--- config.mk ---
export PLATFORM = sky130hd
export DESIGN_NAME = midi_note_stack_voice_unit
export DESIGN_NICKNAME = d
export VERILOG_FILES = /design/src/hdl/mnsv_pkg.sv /design/src/hdl/mnsv_front.sv /design/src/hdl/mnsv_cmd_fifo.sv /design/src/hdl/mnsv_back.sv /design/src/hdl/midi_note_stack_voice_unit.sv
export SDC_FILE = /design/constraint.sdc
export NUM_CORES = 1
export LEC_CHECK = 0
export BUFFER_PORTS_ARGS = -buffer_cell sky130_fd_sc_hd__buf_4
export CAP_MARGIN = 30
export CORE_MARGIN = 4
export CORE_UTILIZATION = 50
export DETAILED_ROUTE_END_ITERATION = 8
export GPL_ROUTABILITY_DRIVEN = 1
export PLACE_DENSITY_LB_ADDON = 0.12
export SYNTH_ARGS = -nofsm -noshare
export SYNTH_HDL_FRONTEND = slang
export SYNTH_SLANG_ARGS = --single-unit
export TNS_END_PERCENT = 1
--- constraint.sdc ---
create_clock -name clk -period 10.15 [get_ports clk]
set_clock_uncertainty 0.05 [all_clocks]
set_input_delay 0.5075 -clock clk [delete_from_list [all_inputs] [get_ports clk]]
set_output_delay 0.5075 -clock clk [all_outputs]
set_load 0.03 [all_outputs]
--- src/hdl/mnsv_pkg.sv ---
// shared constants and types of the note stack voice unit
`default_nettype none

package mnsv_pkg;

  localparam int STACK_DEPTH = 16;
  localparam int IDX_W       = (STACK_DEPTH > 1) ? $clog2(STACK_DEPTH) : 1;
  localparam int CNT_W       = $clog2(STACK_DEPTH + 1);

  localparam int BYTE_W = 8;
  localparam int NOTE_W = 7;
  localparam int AMP_W  = 8;
  localparam int HELD_W = 5;
  localparam int STAT_W = 4;

  localparam logic [AMP_W-1:0]  AMP_ON          = 8'hFF;
  localparam logic [AMP_W-1:0]  AMP_OFF         = 8'h00;
  localparam logic [STAT_W-1:0] STATUS_NOTE_OFF = 4'h8;
  localparam logic [STAT_W-1:0] STATUS_NOTE_ON  = 4'h9;

  typedef enum logic [1:0] {
    OP_REPORT,
    OP_PRESS,
    OP_RELEASE
  } op_t;

  typedef struct packed {
    op_t               op;
    logic [NOTE_W-1:0] note;
  } cmd_t;

  // handshake between command queue and back end
  typedef struct packed {
    logic valid;
    cmd_t cmd;
  } cmd_head_t;

  typedef struct packed {
    logic [NOTE_W-1:0] note;
    logic [AMP_W-1:0]  amp;
    logic [HELD_W-1:0] held;
  } result_t;

endpackage

`default_nettype wire

--- src/hdl/mnsv_front.sv ---
// midi byte parser: running status, data phase, command classification
`default_nettype none

module mnsv_front (
  input  wire logic                        clk,
  input  wire logic                        rst,
  input  wire logic                        accept,
  input  wire logic [mnsv_pkg::BYTE_W-1:0] midi_byte,
  output mnsv_pkg::cmd_t                   cmd,
  output logic                             cmd_push
);

  localparam logic [1:0] PH_IDLE = 2'd0;
  localparam logic [1:0] PH_NOTE = 2'd1;
  localparam logic [1:0] PH_VEL  = 2'd2;

  logic [1:0]                        phase;
  logic [1:0]                        phase_next;
  logic [mnsv_pkg::STAT_W-1:0]       status;
  logic [mnsv_pkg::STAT_W-1:0]       status_next;
  logic [mnsv_pkg::NOTE_W-1:0]       note_latch;
  logic [mnsv_pkg::NOTE_W-1:0]       data;

  assign data = midi_byte[mnsv_pkg::NOTE_W-1:0];

  always_comb begin
    phase_next  = phase;
    status_next = status;
    cmd_push    = 1'b0;
    if (accept) begin
      if (midi_byte[mnsv_pkg::BYTE_W-1]) begin
        status_next = midi_byte[mnsv_pkg::BYTE_W-1 -: mnsv_pkg::STAT_W];
        phase_next  = PH_NOTE;
      end else begin
        case (phase)
          PH_NOTE: phase_next = PH_VEL;
          PH_VEL: begin
            phase_next = PH_NOTE;
            cmd_push   = 1'b1;
          end
          default: phase_next = phase;
        endcase
      end
    end
  end

  // note-on with zero velocity counts as a release
  always_comb begin
    cmd.note = note_latch;
    if (status == mnsv_pkg::STATUS_NOTE_ON && data != '0) begin
      cmd.op = mnsv_pkg::OP_PRESS;
    end else if (status inside {mnsv_pkg::STATUS_NOTE_OFF, mnsv_pkg::STATUS_NOTE_ON}) begin
      cmd.op = mnsv_pkg::OP_RELEASE;
    end else begin
      cmd.op = mnsv_pkg::OP_REPORT;
    end
  end

  always_ff @(posedge clk) begin
    if (rst) begin
      phase  <= PH_IDLE;
      status <= mnsv_pkg::STATUS_NOTE_OFF;
    end else begin
      phase  <= phase_next;
      status <= status_next;
    end
  end

  always_ff @(posedge clk) begin
    if (accept && !midi_byte[mnsv_pkg::BYTE_W-1] && phase == PH_NOTE) begin
      note_latch <= data;
    end
  end

endmodule

`default_nettype wire

--- src/hdl/mnsv_cmd_fifo.sv ---
// two-entry command queue between parser and stack engine
`default_nettype none

module mnsv_cmd_fifo (
  input  wire logic          clk,
  input  wire logic          rst,
  input  wire logic          push,
  input  wire mnsv_pkg::cmd_t push_cmd,
  output logic               full,
  input  wire logic          pop,
  output mnsv_pkg::cmd_head_t head
);

  mnsv_pkg::cmd_t slots [2];
  logic           wptr;
  logic           rptr;
  logic [1:0]     fill;
  logic           do_push;
  logic           do_pop;

  assign full       = (fill == 2'd2);
  assign head.valid = (fill != 2'd0);
  assign head.cmd   = slots[rptr];
  assign do_push    = push && !full;
  assign do_pop     = pop && head.valid;

  always_ff @(posedge clk) begin
    if (rst) begin
      wptr <= 1'b0;
      rptr <= 1'b0;
      fill <= 2'd0;
    end else begin
      if (do_push) begin
        wptr <= ~wptr;
      end
      if (do_pop) begin
        rptr <= ~rptr;
      end
      case ({do_push, do_pop})
        2'b10:   fill <= fill + 2'd1;
        2'b01:   fill <= fill - 2'd1;
        default: fill <= fill;
      endcase
    end
  end

  always_ff @(posedge clk) begin
    if (do_push) begin
      slots[wptr] <= push_cmd;
    end
  end

endmodule

`default_nettype wire

--- src/hdl/mnsv_back.sv ---
// stack engine: push, compacting release scan, result register
`default_nettype none

module mnsv_back (
  input  wire logic                       clk,
  input  wire logic                       rst,
  input  wire mnsv_pkg::cmd_head_t        head,
  output logic                            cmd_pop,
  input  wire logic                       res_pop,
  output logic                            res_valid,
  output mnsv_pkg::result_t               res
);

  localparam logic [1:0] ST_IDLE = 2'd0;
  localparam logic [1:0] ST_SCAN = 2'd1;
  localparam logic [1:0] ST_TOP  = 2'd2;
  localparam logic [1:0] ST_DONE = 2'd3;

  localparam logic [mnsv_pkg::CNT_W-1:0] CNT_ONE  = mnsv_pkg::CNT_W'(1);
  localparam logic [mnsv_pkg::CNT_W-1:0] CNT_FULL = mnsv_pkg::CNT_W'(mnsv_pkg::STACK_DEPTH);

  logic [1:0]                      state;
  logic [mnsv_pkg::NOTE_W-1:0]     held [mnsv_pkg::STACK_DEPTH];
  logic [mnsv_pkg::CNT_W-1:0]      count;
  logic [mnsv_pkg::NOTE_W-1:0]     highest;
  logic [mnsv_pkg::NOTE_W-1:0]     sounding;
  logic [mnsv_pkg::AMP_W-1:0]      amp;
  logic [mnsv_pkg::NOTE_W-1:0]     key;
  logic [mnsv_pkg::IDX_W-1:0]      rd;
  logic [mnsv_pkg::CNT_W-1:0]      wr;
  logic                            hit;

  logic [mnsv_pkg::CNT_W-1:0]      count_m1;
  logic [mnsv_pkg::IDX_W-1:0]      rd_addr;
  logic [mnsv_pkg::NOTE_W-1:0]     rd_data;
  logic                            match;
  logic                            hit_next;
  logic [mnsv_pkg::CNT_W-1:0]      wr_next;
  logic                            scan_last;
  logic                            res_free;

  assign count_m1  = count - CNT_ONE;
  assign rd_addr   = (state == ST_TOP) ? count_m1[mnsv_pkg::IDX_W-1:0] : rd;
  assign rd_data   = held[rd_addr];
  assign match     = (rd_data == key);
  assign hit_next  = hit || match;
  assign wr_next   = match ? wr : wr + CNT_ONE;
  assign scan_last = (rd == count_m1[mnsv_pkg::IDX_W-1:0]);
  assign res_free  = !res_valid || res_pop;
  assign cmd_pop   = (state == ST_IDLE) && head.valid;

  always_ff @(posedge clk) begin
    if (rst) begin
      state     <= ST_IDLE;
      count     <= '0;
      highest   <= '0;
      sounding  <= '0;
      amp       <= mnsv_pkg::AMP_OFF;
      res_valid <= 1'b0;
    end else begin
      if (state == ST_DONE && res_free) begin
        res_valid <= 1'b1;
      end else if (res_pop) begin
        res_valid <= 1'b0;
      end
      case (state)
        ST_IDLE: begin
          if (head.valid) begin
            case (head.cmd.op)
              mnsv_pkg::OP_PRESS: begin
                amp <= mnsv_pkg::AMP_ON;
                if (count < CNT_FULL) begin
                  count <= count + CNT_ONE;
                end
                if (head.cmd.note > highest) begin
                  highest  <= head.cmd.note;
                  sounding <= head.cmd.note;
                end
                state <= ST_DONE;
              end
              mnsv_pkg::OP_RELEASE: begin
                if (count == '0) begin
                  sounding <= '0;
                  amp      <= mnsv_pkg::AMP_OFF;
                  state    <= ST_DONE;
                end else begin
                  state <= ST_SCAN;
                end
              end
              default: state <= ST_DONE;
            endcase
          end
        end
        ST_SCAN: begin
          if (scan_last) begin
            if (!hit_next) begin
              state <= ST_DONE;
            end else begin
              count <= wr_next;
              if (wr_next == '0) begin
                sounding <= '0;
                amp      <= mnsv_pkg::AMP_OFF;
                state    <= ST_DONE;
              end else begin
                state <= ST_TOP;
              end
            end
          end
        end
        ST_TOP: begin
          sounding <= rd_data;
          state    <= ST_DONE;
        end
        ST_DONE: begin
          if (res_free) begin
            state <= ST_IDLE;
          end
        end
        default: state <= ST_IDLE;
      endcase
    end
  end

  // scan pointers, stack entries and result word
  always_ff @(posedge clk) begin
    case (state)
      ST_IDLE: begin
        key <= head.cmd.note;
        rd  <= '0;
        wr  <= '0;
        hit <= 1'b0;
        if (head.valid && head.cmd.op == mnsv_pkg::OP_PRESS && count < CNT_FULL) begin
          held[count[mnsv_pkg::IDX_W-1:0]] <= head.cmd.note;
        end
      end
      ST_SCAN: begin
        hit <= hit_next;
        wr  <= wr_next;
        rd  <= rd + mnsv_pkg::IDX_W'(1);
        if (!match) begin
          held[wr[mnsv_pkg::IDX_W-1:0]] <= rd_data;
        end
      end
      ST_DONE: begin
        if (res_free) begin
          res.note <= sounding;
          res.amp  <= amp;
          res.held <= mnsv_pkg::HELD_W'(count);
        end
      end
      default: begin
        hit <= hit;
      end
    endcase
  end

  a_count_bound: assert property (@(posedge clk) disable iff (rst)
    count <= CNT_FULL)
    else $error("stack count beyond depth");

  a_silent_iff_empty: assert property (@(posedge clk) disable iff (rst)
    (count == '0) == (amp == mnsv_pkg::AMP_OFF))
    else $error("amplitude disagrees with stack fill");

  a_silent_note: assert property (@(posedge clk) disable iff (rst)
    (amp == mnsv_pkg::AMP_OFF) |-> (sounding == '0))
    else $error("note sounding while amplitude is off");

  a_scan_nonempty: assert property (@(posedge clk) disable iff (rst)
    (state == ST_SCAN) |-> (count != '0 && wr <= mnsv_pkg::CNT_W'(rd)))
    else $error("scan running on empty stack or write ahead of read");

endmodule

`default_nettype wire

--- src/hdl/midi_note_stack_voice_unit.sv ---
// monophonic midi voice with a note priority stack, top level
//
// input: one midi byte per word; a word is taken on a clock edge with push
// high and full low. status bytes set running status, two data bytes make a
// message. each completed message yields one result word; status bytes and
// stray data bytes yield none.
// output: note_out, amplitude_out and held_count show the oldest result while
// empty is low; it is taken on an edge with pop high.
// sequence: a press, a non-note message or a release on an empty stack goes
// from the idle state straight to the done state; any other release scans
// the stack one entry a cycle, then, if it dropped the note and notes remain,
// reads the new top note; the done state registers the result word.
// throughput: a byte a cycle while full is low; presses hold input up only
// while pop is low. a two-word command queue sits between the parser and the
// stack engine, so bytes keep flowing while a release scan runs; full rises
// once two messages are waiting. the result register holds while pop stays
// low, and the engine then waits with the next result until it is taken.
// reset (rst, synchronous): running status note-off, stack empty, silent,
// highest note 0, both queues empty.
`default_nettype none

module midi_note_stack_voice_unit (
  input  wire logic                        clk,
  input  wire logic                        rst,
  input  wire logic                        push,
  output logic                             full,
  input  wire logic [mnsv_pkg::BYTE_W-1:0] midi_byte,
  output logic                             empty,
  input  wire logic                        pop,
  output logic [mnsv_pkg::NOTE_W-1:0]      note_out,
  output logic [mnsv_pkg::AMP_W-1:0]       amplitude_out,
  output logic [mnsv_pkg::HELD_W-1:0]      held_count
);

  mnsv_pkg::cmd_t      front_cmd;
  logic                front_push;
  mnsv_pkg::cmd_head_t head;
  logic                cmd_pop;
  logic                res_valid;
  mnsv_pkg::result_t   res;
  logic                accept;

  assign accept = push && !full;

  mnsv_front u_front (
    .clk       (clk),
    .rst       (rst),
    .accept    (accept),
    .midi_byte (midi_byte),
    .cmd       (front_cmd),
    .cmd_push  (front_push)
  );

  mnsv_cmd_fifo u_cmd_fifo (
    .clk      (clk),
    .rst      (rst),
    .push     (front_push),
    .push_cmd (front_cmd),
    .full     (full),
    .pop      (cmd_pop),
    .head     (head)
  );

  mnsv_back u_back (
    .clk       (clk),
    .rst       (rst),
    .head      (head),
    .cmd_pop   (cmd_pop),
    .res_pop   (pop),
    .res_valid (res_valid),
    .res       (res)
  );

  assign empty         = !res_valid;
  assign note_out      = res.note;
  assign amplitude_out = res.amp;
  assign held_count    = res.held;

endmodule

`default_nettype wire

# After elaboration in Yosys (flattened, before gate mapping)
# Memory sizes are Yosys's and may differ from the RTL's. A register that Yosys moved wholly into a read port is not among the register bits.
# Index checks and enable logic that the tools add are counted.
# W data, S select, Z words.
# word_totals
memories	2
input_bits	12
reg_bits	83
word_cells	147
ramBits	130
out_inout_bits	22
# mem_list
name	depth	word_bits	read_ports	rd_ports_with_merged_regs	write_ports	line_no	source
u_back.held	16	7	1	0	1	mnsv_back.sv:23	logic [mnsv_pkg::NOTE_W-1:0] held [mnsv_pkg::STACK_DEPTH];
u_cmd_fifo.slots	2	9	1	1	1	mnsv_cmd_fifo.sv:14	mnsv_pkg::cmd_t slots [2];
# op_classes
order_cmp	2
muxes	57
eq_ne	23
bitwise_logic	2
n_addsub	6
reduce_logical	36
# ops
operator	count
$mux W7	7
$mux W8	5
$pmux W8 S2	2
$mux W5	6
$pmux W7 S3	1
$pmux W5 S2	2
$mux W2	9
$mux W1	17
$pmux W7 S2	1
$eq A2 B2 Y1 const B	6
$add A5 B1 Y5 const B	2
$logic_and A1 B1 Y1	10
$logic_not A5 Y1	2
$ne A2 B1 Y1 const B	5
$reduce_bool A2 Y1	5
$ne A3 B3 Y1 const B	3
$eq A2 B1 Y1 const B	4
$mux W4	2
$pmux W2 S2	2
$pmux W2 S4	1
$pmux W4 S2	1
$reduce_and A8 Y1	1
$eq A7 B7 Y1	1
$gt A7 B7 Y1	1
other kinds (22)	30

# Longest topological paths before layout
# An unclocked memory read counts as a cell.
# logic_depth
depth_word	10
ltp_mapped	18
ltp_nobuf	13

# Modules after synthesis
# A second synthesis with hierarchy kept.
# hier_totals
hier_cells	902
hier_area_um2	9988.3
# by_module_without_submodules
module	n_inst	cells_per_inst	seq_area_each_um2	area_per_inst_um2
mnsv_back	1	811	4724.5	8639.5
mnsv_cmd_fifo	1	54	640.6	873.3
mnsv_front	1	35	310.3	457.9
midi_note_stack_voice_unit	1	2	0.0	17.5

# Worst setup path before layout
# No wires, ideal clock.
# synth_path
kind	reg2reg
start	register u_back.count[0] in the netlist's numbering
end	memory u_back.held[11][0] in the netlist's numbering (enable)
period_less_slack_ns	4.693
t_arrival_ns	4.260
path_buffers	5
stages_incl_launch_ff	17
setup_ns	0.383
slack_ns	5.457
required_time_ns	9.717
path_cell_list	dfxtp_1 -> buf_6 -> inv_1 -> buf_2 -> buf_1 -> ha_1 -> and2_1 -> buf_2 -> a22o_1 -> a221oi_1 -> o22ai_2 -> xor2_1 -> nand3_1 -> a2111oi_4 -> a21oi_2 -> buf_2 -> o31ai_1
# synth_via
elab_chain_len	9
word_cells_on_any_way	15
cone_classes	add/sub: 1; order compare: 1; eq/ne: 1; mux: 9; reduce/logical: 2; memory: 1
# synth_rtl
item	line_no	source
start: declaration	mnsv_back.sv:24	logic [mnsv_pkg::CNT_W-1:0] count;
start signal: assignment	mnsv_back.sv:73	count <= count + CNT_ONE;
start signal: assignment	mnsv_back.sv:99	count <= wr_next;
$sub A4 B1 Y4	mnsv_back.sv:42	assign count_m1 = count - CNT_ONE;
$mux W4	mnsv_back.sv:43	assign rd_addr = (state == ST_TOP) ? count_m1[mnsv_pkg::IDX_W-1:0] : rd;
$mem_v2 Z16 W7	--	
$eq A7 B7 Y1	mnsv_back.sv:45	assign match = (rd_data == key);
$mux W1	mnsv_back.sv:140	if (!match) begin
$mux W1	mnsv_back.sv:126	case (state)
$mux W1 (implied by the code)	mnsv_back.sv:141	held[wr[mnsv_pkg::IDX_W-1:0]] <= rd_data;
$reduce_or A7 Y1 (no line)	--	
$mux W4 (no line) / $mux W1 (equally long branches)	--	
end: declaration	mnsv_back.sv:23	
# Several ways; a longest one is shown, not always the timed one.

# Worst setup path in the final report
# layout_path
start	register u_back.count[0] in the netlist's numbering
end	memory u_back.held[8][0] in the netlist's numbering (enable)
# The elaborated chain is that of the path after synthesis.

==> results by group <==
STA
  – Final period util: 60.83%
  – Pins Over Slew Limit: 0
  – Min Tclk post-route: 6.174 ns
  – Final hold slack: 0.1935 ns
  – Slew at the pin closest to its max-slew limit: 1.031 ns
  – RSZ-0062 raised after global routing: false
  – Fmax: 162.0 MHz
  – Setup Viol. Count Final: 0
  – Final Hold Viols: 0
  – Relative slew margins: 30.51%
  – Setup TNS: 0 ns

Die
  – I/O Pins: 34
  – Die area: 0.02264 mm^2
  – Die W: 150.5 um
  – Die height: 150.5 um
  – Initial Util: 51.46%
  – CORE AREA: 0.01972 mm^2
  – Row count: 51

Clock network
  – Worst skew pair latency: 0.45 ns
  – CTS hold repair buffers: 0
  – H-tree depth: 4
  – Cts bufs inserted: 17
  – TritonCTS clock tree: yes
  – Clock Tree Buf Depth: 2
  – CTS resizes: 0
  – CTS root buf: clkbuf_16
  – Clock transition at path regs: 0.08 ns
  – Sinks on Clock Net: 200
  – Post-CTS repair timing setup buffer count: 0

Final layout
  – Fill count: 1,626
  – Synthesis-to-finish area growth: 9.926%
  – Ratio of cells with drive above 1 in the final layout: 13.80%
  – N_diodes: 0
  – Final net count: 938

Pwr
  – PD cells: 293.1 mW/mm^2
  – Leakage power total: 3.832 nW
  – Peak VDD IR: 154.7 uV

Drt
  – Drt pass-1 iters: 6
  – Detailed Route WL: 26,990 um
  – Remaining antenna violation count after routing: 0
  – DRC: 0
  – Iter 0 DRT Violations: 792
  – Vias per cell: 6.227
  – Via count: 7,379
  – DR WL/cell: 22.77 um

Yosys
  – Post-synth EDFFs: 167
  – Post-synth top area share: 49.42%
  – Post-synthesis sequential area ratio: 55.93%
  – Netlist cell types: 71
  – Async S/R FF share, synth: 0%
  – Synth top area cells: edfxtp_1 (49%), dfxtp_1 (6.5%), nand2_1 (3.3%), a21oi_1 (2.5%), ha_1 (2.3%)
  – Cells after Synth: 901
  – Top_reg_cell synth: edfxtp_1
  – Count leader, synth: edfxtp_1
  – Area leader, netlist: edfxtp_1
  – Mean Syn Cell Area: 11.26 um^2
  – Syn Std Cell Area: 0.01015 mm^2
  – Register bit total from synthesis: 200
  – Synth top cells by count: edfxtp_1 (167), nand2_1 (89), nor2_1 (59)
  – Synth warn: 0
  – Post-Syn Nets: 932

Placed design
  – Gpl congestion: 0.9312
  – PortBufs: 33
  – DPL Wire Length: 18,420 um

Worst setup path
  – Crit path required time: 10.17 ns
  – Worst R2R Path Depth: 14
  – CP max FO: 55
  – Critical path launch point type: flop
  – Critical path type: flop to flop
  – Worst Setup End Kind: flop
  – Crit path DAT: 6.19 ns

Global route
  – Pin count of the biggest net entering global routing: 56
  – Initial antenna violation count: 0
  – First-pass GRT wire length: 41,480 um
  – Total GRT Usage: 24.56%
  – Vias in the first global route: 7,195
  – Total gr overflow: 0

Job
  – Max-Cap Viols: 0

Status
  – Run status: finished, final reports clean

Hold path
  – Worst min path class: input pin to flop
  – Hold Path Stages: 1
[final cells by class]
type	instances	area (um^2)	area share (%)
inverters	29	108.9	0.9759
flip-flops and latches	200	5677	50.89
multi-input cells	606	4015	36.00
clock inverters	15	214.0	1.918
repair buffers	53	382.9	3.432
well taps	265	331.6	2.973
clock buffers	17	425.4	3.814
[per-layer routing]
layer / share of wire [%] / global-route usage, %
met1: 42 / 32.20
met2: 47 / 39.27
met3: 7.5 / 5.057
met4: 3.9 / 11.44
met5: 0 / 0
[stage by stage]
step | util [%] | cells | total power, mW | area, um^2 | worst slack (ns)
final | 56.57 | 1185 | 3.270 | 11150 | 3.976
after global routing | 56.57 | 1185 | 3.430 | 11150 | 3.786
after CTS | 56.43 | 1180 | 3.259 | 11130 | 4.019
after detailed placement | 53.19 | 1148 | 2.527 | 10490 | 4.051
after global placement | 53.10 | 1145 | 2.519 | 10470 | 3.987
after floorplan | - | 901 | 2.149 | 10150 | 5.457
[registers in the layout (all words and copies together) (netlist names), 3 cells and up, named ones only]
register            flops
u_back.held           112
u_cmd_fifo.slots       18
u_back.res             13
u_back.highest          7
u_back.key              7
u_back.sounding         7
u_front.note_latch      7
u_back.count            5
u_back.wr               5
u_back.rd               4
u_front.status          3
[path summary, 6_finish.rpt]
kind	from	to	slack [ns]
worst max-delay path	u_back.count[0]	u_back.held[8][0]	3.98
worst min-delay path	midi_byte[2]	u_front.note_latch[2]	0.19
worst max register to register	u_back.count[0]	u_back.held[8][0]	3.98
worst min register to register	u_front.note_latch[1]	u_cmd_fifo.slots[0][1]	0.40
[power by group]
part,total [mW],internal (mW),switching (mW)
Sequential,1.10,1.03,0.0699
Clock,0.730,0.350,0.380
Combinational,1.44,0.497,0.940
Total,3.27,1.88,1.39
[cell usage in the layout, fill, tap and decap left out, types with 17 or more instances in the layout]
master	synthesis	layout
inv_1	28	28
buf_4	12	47
nand2_1	89	89
clkbuf_16	0	17
a22o_1	27	27
ha_1	19	19
mux2i_1	19	19
dfxtp_1	33	32
o21ai_0	43	42
edfxtp_1	167	167
nand3_1	40	40
nor2_1	59	59
nand2b_1	33	33
a21oi_1	51	51
[kinds of logic after synthesis]
logic type               count (synthesis)  synth area share, %
AO/OA/AOI/OAI                          245                17.78
XOR/XNOR                                25                2.158
adder cells (fa/ha/maj)                 19                2.343
buffers and inverters                   95                4.525
flip-flops                             200                55.93
multiplexers                            34                3.539
AND/OR/NAND/NOR                        283                13.72
[worst max-delay path, cell delays in order, from the launching register on]
cell and delay (ns):
dfxtp_2 0.32, buf_4 0.48, inv_1 0.57, ha_1 0.62, nor2b_1 0.11, buf_4 0.21, a22o_1 0.23, or3_1 0.35
a32o_1 0.28, mux2i_1 0.42, xor2_1 0.17, nor3_2 0.63, a21oi_2 0.09, buf_4 0.28, o41ai_2 0.92
Note: power is estimated with default switching activity, not from simulation.
